===== src/lpd_pkg.sv =====
// ----------------------------------------------------------------------------
// lpd_pkg
// Types and constants shared by the length-prefix deframer modules.
// ----------------------------------------------------------------------------
package lpd_pkg;

    localparam int          HDR_CNT_WIDTH   = 3;
    localparam logic [2:0]  HDR_BYTES_SHORT = 3'd2;
    localparam logic [2:0]  HDR_BYTES_LONG  = 3'd4;
    localparam int          FRAME_LEN_WIDTH = 32;

    typedef struct packed {
        logic                       valid;
        logic [7:0]                 payload_byte;
        logic                       frame_first;
        logic                       frame_last;
        logic                       empty_frame;
        logic [FRAME_LEN_WIDTH-1:0] frame_length;
    } result_t;

endpackage


===== src/length_prefix_deframer.sv =====
// ----------------------------------------------------------------------------
// length_prefix_deframer
// Splits a byte stream into length-prefixed frames (big-endian 2/4-byte header).
// ----------------------------------------------------------------------------
// Path: the input reg holds the accepted byte, then the result reg holds its result.
// Throughput: one byte per cycle while the result side does not stall; header bytes give no result.
// The result register can be refilled in the cycle it is taken downstream.
// Reset: asynchronous, clears the frame state, config register and valid flags.
module length_prefix_deframer #(
    parameter int LENGTH_WIDTH = 32
) (
    input  logic        clk,
    input  logic        rst_n,
    input  logic        cfg_wr_en,
    input  logic        cfg_wr_data,     // header_four_bytes
    input  logic        s_axis_tvalid,
    output logic        s_axis_tready,
    input  logic [7:0]  s_axis_tdata,    // [7:0] data_byte
    output logic        m_axis_tvalid,
    input  logic        m_axis_tready,
    output logic [39:0] m_axis_tdata,    // [7:0] payload_byte, [39:8] frame_length
    output logic [1:0]  m_axis_tuser,    // [0] frame_first, [1] empty_frame
    output logic        m_axis_tlast     // frame_last
);

    logic              header_four_reg;
    logic              in_valid_reg;
    logic [7:0]        in_byte_reg;
    logic              out_valid_reg;
    lpd_pkg::result_t  out_reg;
    lpd_pkg::result_t  res;
    logic              advance;
    logic              step;

    assign advance       = !out_valid_reg || m_axis_tready;
    assign step          = in_valid_reg && advance;
    assign s_axis_tready = !in_valid_reg || advance;

    always_ff @(posedge clk or negedge rst_n)
    begin
        if (!rst_n)
        begin
            header_four_reg <= 1'b0;
        end
        else if (cfg_wr_en)
        begin
            header_four_reg <= cfg_wr_data;
        end
    end

    always_ff @(posedge clk or negedge rst_n)
    begin
        if (!rst_n)
        begin
            in_valid_reg <= 1'b0;
        end
        else if (s_axis_tready)
        begin
            in_valid_reg <= s_axis_tvalid;
        end
    end

    always_ff @(posedge clk)
    begin
        if (s_axis_tready && s_axis_tvalid)
        begin
            in_byte_reg <= s_axis_tdata;
        end
    end

    lpd_parser #(
        .LENGTH_WIDTH (LENGTH_WIDTH)
    ) u_parser (
        .clk               (clk),
        .rst_n             (rst_n),
        .header_four_bytes (header_four_reg),
        .step              (step),
        .data_byte         (in_byte_reg),
        .res               (res)
    );

    always_ff @(posedge clk or negedge rst_n)
    begin
        if (!rst_n)
        begin
            out_valid_reg <= 1'b0;
        end
        else if (advance)
        begin
            out_valid_reg <= step && res.valid;
        end
    end

    always_ff @(posedge clk)
    begin
        if (step && res.valid)
        begin
            out_reg <= res;
        end
    end

    assign m_axis_tvalid = out_valid_reg;
    assign m_axis_tdata  = {out_reg.frame_length, out_reg.payload_byte};
    assign m_axis_tuser  = {out_reg.empty_frame, out_reg.frame_first};
    assign m_axis_tlast  = out_reg.frame_last;

    a_empty_shape: assert property (@(posedge clk) disable iff (!rst_n)
        (m_axis_tvalid && m_axis_tuser[1]) |->
        (m_axis_tuser[0] && m_axis_tlast && m_axis_tdata == 40'd0))
        else $error("empty frame result malformed");

    a_payload_len: assert property (@(posedge clk) disable iff (!rst_n)
        (m_axis_tvalid && !m_axis_tuser[1]) |-> (m_axis_tdata[39:8] != 32'd0))
        else $error("payload result with zero frame length");

    a_in_hold: assert property (@(posedge clk) disable iff (!rst_n)
        (in_valid_reg && !advance) |=> (in_valid_reg && $stable(in_byte_reg)))
        else $error("input register lost a stalled byte");

endmodule


===== src/lpd_parser.sv =====
// ----------------------------------------------------------------------------
// lpd_parser
// Header accumulation, payload counting and result formation for one byte.
// ----------------------------------------------------------------------------
module lpd_parser #(
    parameter int LENGTH_WIDTH = 32
) (
    input  logic              clk,
    input  logic              rst_n,
    input  logic              header_four_bytes,
    input  logic              step,
    input  logic [7:0]        data_byte,
    output lpd_pkg::result_t  res
);

    // clamp the kept length bits to 16..32
    localparam int ACC_WIDTH = (LENGTH_WIDTH < 16) ? 16 :
                               (LENGTH_WIDTH > 32) ? 32 : LENGTH_WIDTH;

    localparam logic [ACC_WIDTH-1:0] SHORT_MASK = ACC_WIDTH'(16'hFFFF);
    localparam logic [ACC_WIDTH-1:0] ONE        = ACC_WIDTH'(1);

    logic                    in_payload_reg, in_payload_next;
    logic [1:0]              header_count_reg, header_count_next;
    logic [ACC_WIDTH-1:0]    length_accum_reg, length_accum_next;
    logic [ACC_WIDTH-1:0]    remaining_reg, remaining_next;

    logic [ACC_WIDTH-1:0]                accum_shift;
    logic [ACC_WIDTH-1:0]                new_length;
    logic [lpd_pkg::HDR_CNT_WIDTH-1:0]   count_inc;
    logic [lpd_pkg::HDR_CNT_WIDTH-1:0]   need;
    logic                                header_done;

    assign accum_shift = {length_accum_reg[ACC_WIDTH-9:0], data_byte};
    assign new_length  = accum_shift & (header_four_bytes ? '1 : SHORT_MASK);
    assign count_inc   = {1'b0, header_count_reg} + 3'd1;
    assign need        = header_four_bytes ? lpd_pkg::HDR_BYTES_LONG
                                           : lpd_pkg::HDR_BYTES_SHORT;
    assign header_done = (count_inc >= need);

    always_comb
    begin
        in_payload_next   = in_payload_reg;
        header_count_next = header_count_reg;
        length_accum_next = length_accum_reg;
        remaining_next    = remaining_reg;
        res               = '0;
        if (!in_payload_reg)
        begin
            if (!header_done)
            begin
                length_accum_next = accum_shift;
                header_count_next = count_inc[1:0];
            end
            else
            begin
                header_count_next = 2'd0;
                length_accum_next = new_length;
                if (new_length == '0)
                begin
                    res.valid       = 1'b1;
                    res.frame_first = 1'b1;
                    res.frame_last  = 1'b1;
                    res.empty_frame = 1'b1;
                end
                else
                begin
                    in_payload_next = 1'b1;
                    remaining_next  = new_length;
                end
            end
        end
        else
        begin
            res.valid        = 1'b1;
            res.payload_byte = data_byte;
            res.frame_first  = (remaining_reg == length_accum_reg);
            res.frame_last   = (remaining_reg == ONE);
            res.frame_length = lpd_pkg::FRAME_LEN_WIDTH'(length_accum_reg);
            remaining_next   = remaining_reg - ONE;
            if (remaining_reg == ONE)
            begin
                in_payload_next   = 1'b0;
                length_accum_next = '0;
                header_count_next = 2'd0;
            end
        end
    end

    always_ff @(posedge clk or negedge rst_n)
    begin
        if (!rst_n)
        begin
            in_payload_reg   <= 1'b0;
            header_count_reg <= 2'd0;
            length_accum_reg <= '0;
            remaining_reg    <= '0;
        end
        else if (step)
        begin
            in_payload_reg   <= in_payload_next;
            header_count_reg <= header_count_next;
            length_accum_reg <= length_accum_next;
            remaining_reg    <= remaining_next;
        end
    end

endmodule


===== config.mk =====
export PLATFORM = sky130hd
export DESIGN_NAME = length_prefix_deframer
export DESIGN_NICKNAME = d
export VERILOG_FILES = /design/src/lpd_pkg.sv /design/src/length_prefix_deframer.sv /design/src/lpd_parser.sv
export SDC_FILE = /design/constraint.sdc
export NUM_CORES = 1
export LEC_CHECK = 0
export ABC_AREA = 1
export BUFFER_PORTS_ARGS = -buffer_cell sky130_fd_sc_hd__buf_2
export CAP_MARGIN = 20
export CORE_ASPECT_RATIO = 0.7
export CORE_UTILIZATION = 54
export CTS_BUF_LIST = sky130_fd_sc_hd__clkbuf_4 sky130_fd_sc_hd__clkbuf_8 sky130_fd_sc_hd__clkbuf_16
export DETAILED_ROUTE_END_ITERATION = 10
export PLACE_DENSITY = 0.82
export SYNTH_ARGS = -nofsm -noshare
export SYNTH_HDL_FRONTEND = slang
export SYNTH_SLANG_ARGS = --single-unit

===== constraint.sdc =====
create_clock -name clk -period 3.7 [get_ports clk]
set_clock_uncertainty 0.1 [all_clocks]
set_input_delay 1.11 -clock clk [delete_from_list [all_inputs] [get_ports clk]]
set_output_delay 1.11 -clock clk [all_outputs]
set_load 0.01 [all_outputs]

==> flow_metrics.py <==
metrics = {
    "clocking": {
        "cts_post_setup_buffers_inserted": 0,
        "cts_num_sinks": 121,
        "cts_root_buf": "clkbuf_16",
        "cts_tree": "yes",
        "cts_hold_buf": 0,
        "insertion_delay_of_the_later_clocked_pin_in_the_worst_skew_pair_ps": 430,
        "htree_levels": 4,
        "max-clock-path-buffers": 2,
        "cts_buffers": 17,
        "path_clk_slew_ps": 60,
        "post_cts_resized": 0,
    },
    "worst_setup_path": {
        "start_kind": "flop",
        "regToRegEndpoint": "u_parser.remaining_reg[24]",
        "regToRegStartpoint": "header_four_reg",
        "path_class": "reg2reg",
        "worstPathBufferInverterCount": 3,
        "arrival_ps": 3280,
        "worst_path_dominant_cell_family": "flip-flops",
        "timing.critical_path.cells": "inv_1, fa_1, inv_1, nand2_1, nand3_2, inv_2, nand2_1, nand2_1",
        "ff2ff_path_depth": 8,
        "internal_reg_to_reg_setup_slack_ps": 630,
        "timing.critical_path.required_ps": 3910,
        "critical_path.most_common_cell": "nand2_1",
        "critical_path_peak_fanout": 28,
        "kind_of_end_point_of_the_critical_path": "flop",
        "critical_path.slowest_cell": "dfrtp_1",
        "critical_path.max_stage_delay_ps": 900,
    },
    "logic_synthesis": {
        "avgSynthCellArea_um2": 7.58,
        "synth.cell_area_um2": 6540,
        "synth_enable_flop_cells": 51,
        "synth_sequential_area_ratio_pct": 50.2,
        "netlist_top_cells_area": "dfrtp_1, edfxtp_1, nand2_1",
        "synth.distinct_cells": 29,
        "synth_fp_nets": 880,
        "asyncSetResetFlopFracSynth_pct": 57.9,
        "ys_dominant_reg_cell": "dfrtp_1",
        "yosysTopAreaCellShare_pct": 26.8,
        "synth.yosys.warnings": 0,
        "netlist_instances": 862,
        "postSynthRegisterBits": 121,
        "synth_top_area_cell": "dfrtp_1",
    },
    "routing": {
        "drc": 0,
        "detail_route.vias_per_cell": 5.45,
        "drt-pass1-iter-count": 5,
        "drt_iter0_markers": 859,
        "final_antenna_net_count": 0,
        "wire_per_inst_um": 15.7,
        "totalWireLength_um": 17100,
        "total_vias_in_the_final_route": 5923,
    },
    "sta": {
        "slew_worst_pin_ps": 883,
        "slew-limit-headroom_pct": 41.1,
        "achievable-frequency_mhz": 326,
        "rsz0062_at_grt": "false",
        "worst_hold_slack_ps": 428,
        "final_max_slew_viol_count": 0,
        "setup_slack_ps": 628,
        "setup_tns_ps": 0,
        "period_share_pct": 83.0,
        "timing.final.crit_period_ps": 3070,
        "number_of_setup_violations_in_the_final_report": 0,
        "total_count_of_hold_check_failures_in_the_final_report": 0,
    },
    "floorplan": {
        "die_w_um": 133,
        "design.core.area_um2": 11800,
        "die_area_um2": 12600,
        "design.portCount": 59,
        "core.rowCount": 33,
        "initial_core_util_pct": 55.5,
        "die_height_um": 94.1,
    },
    "global_route": {
        "gr-total-overflow": 0,
        "number_of_antenna_violations_at_the_first_check_in_global_routing": 0,
        "grt_use_total_pct": 29.2,
        "number_of_global_route_vias_before_repair": 5212,
        "grt_first_pass_wirelength_um": 27500,
        "grt_start_max_net_pins": 86,
    },
    "power": {
        "power.density_nw_per_um2": 924,
        "ir_drop_mv": 0.480,
        "total_leakage_power_uw": 0.00390,
    },
    "final_layout": {
        "largest_register_ff_count": 40,
        "antenna-diode-count": 0,
        "sequential_cell_area_um2": 3280,
        "syn2layout_area_growth_pct": 15.2,
        "final_design_instance_area_without_fill_um2": 7530,
        "final_net_count": 935,
        "multiInputGateArea_um2": 2680,
        "fillCellCount": 982,
        "drive_above_1_share_pct": 11.6,
    },
    "hold_path": {
        "worst_hold_path_type": "reg2reg",
        "timing.hold.worst.start": "u_parser.length_accum_reg[25]",
        "hold-path-cell-count": 2,
        "min_to": "m_axis_tdata[33]",
    },
    "placed_design": {
        "placed_area_um2": 6930,
        "place.port_buffers": 58,
        "routabilityCongestion": 0.935,
        "post-place-ws_ps": 724,
        "dp.final_hpwl_um": 11700,
    },
    "status": {
        "outcome": "completed",
    },
    "run": {
        "cap_violations": 0,
    },
}
==> layout make-up <==
type	count	share of cell area, %
clock buffers	18	5.75
repair buffers	65	4.88
inverters	111	5.53
flip-flops and latches	121	43.6
well taps	157	2.61
clock inverters	14	1.99
multi-input cells	601	35.6
==> cell families (layout without fill, tap and decap cells) <==
family                   after synthesis  in the layout  synth area share [%]
adder cells (fa/ha/maj)                4              4                 0.881
buffers and inverters                140            208                  8.84
AO/OA/AOI/OAI                         82             82                  6.66
flip-flops                           121            121                  50.2
AND/OR/NAND/NOR                      491            491                  30.2
XOR/XNOR                              24             24                  3.22
==> placed cells by master, fill, tap and decap left out, drive strengths merged <==
cell type	n
clkinv	7
clkbuf	18
xor2	18
nand3b	1
or2	1
o21ai	61
o22ai	8
and2	1
nor2	103
nor3	13
edfxtp	51
nand3	45
a21oi	9
buf	65
nand2	317
o21bai	3
xnor2	6
a211oi	1
clkinvlp	3
ha	3
fa	1
inv	113
nand4	10
bufinv	2
dfrtp	70
==> worst min-delay path, delay by kind of cell (launching register included) <==
family,cells,cell delay (ps)
flops,1,340
simple gates,1,50
buf+inv,1,40
==> through the flow <==
stage / std cells / utilization (%) / total power [µW]
2_1_floorplan: 862 / - / 4400
3_3_place_gp: 1054 / 58.9 / 5110
3_5_place_dp: 1054 / 58.9 / 5190
4_1_cts: 1086 / 63.8 / 6870
5_1_grt: 1087 / 64.0 / 7400
6_report: 1087 / 64.0 / 6960
==> power breakdown <==
part	switching (µW)	internal [µW]
clock network	640	1000
registers	635	1990
logic	1760	930
==> Yosys cell counts (all sizes together) (10+ instances only) <==
cell,n
nand4,10
nor3,13
buf,16
edfxtp,51
xor2,18
nand2,317
nand3,45
clkbuf,13
inv,111
nor2,103
o21ai,61
dfrtp,70
==> per-layer routing <==
layer	global-route usage, %	share of wire, %	up-vias
li1	-	-	2812
met1	43.9	44	2711
met2	40.8	41	369
met3	8.20	13	31
met4	7.67	1.4	0
met5	0	0	-
==> worst max path at each step <==
stage	depth (start not counted)	to	startpoint	slack, ps
final	8	u_parser.remaining_reg[24]	header_four_reg	630
after global routing	8	u_parser.remaining_reg[26]	header_four_reg	380
after CTS	8	u_parser.remaining_reg[24]	header_four_reg	670
after detailed placement	10	u_parser.remaining_reg[25]	m_axis_tready	720
after global placement	8	u_parser.remaining_reg[18]	header_four_reg	810
after floorplan	6	m_axis_tdata[0]	m_axis_tready	380
No activity file was read; power rests on OpenSTA's default activity.
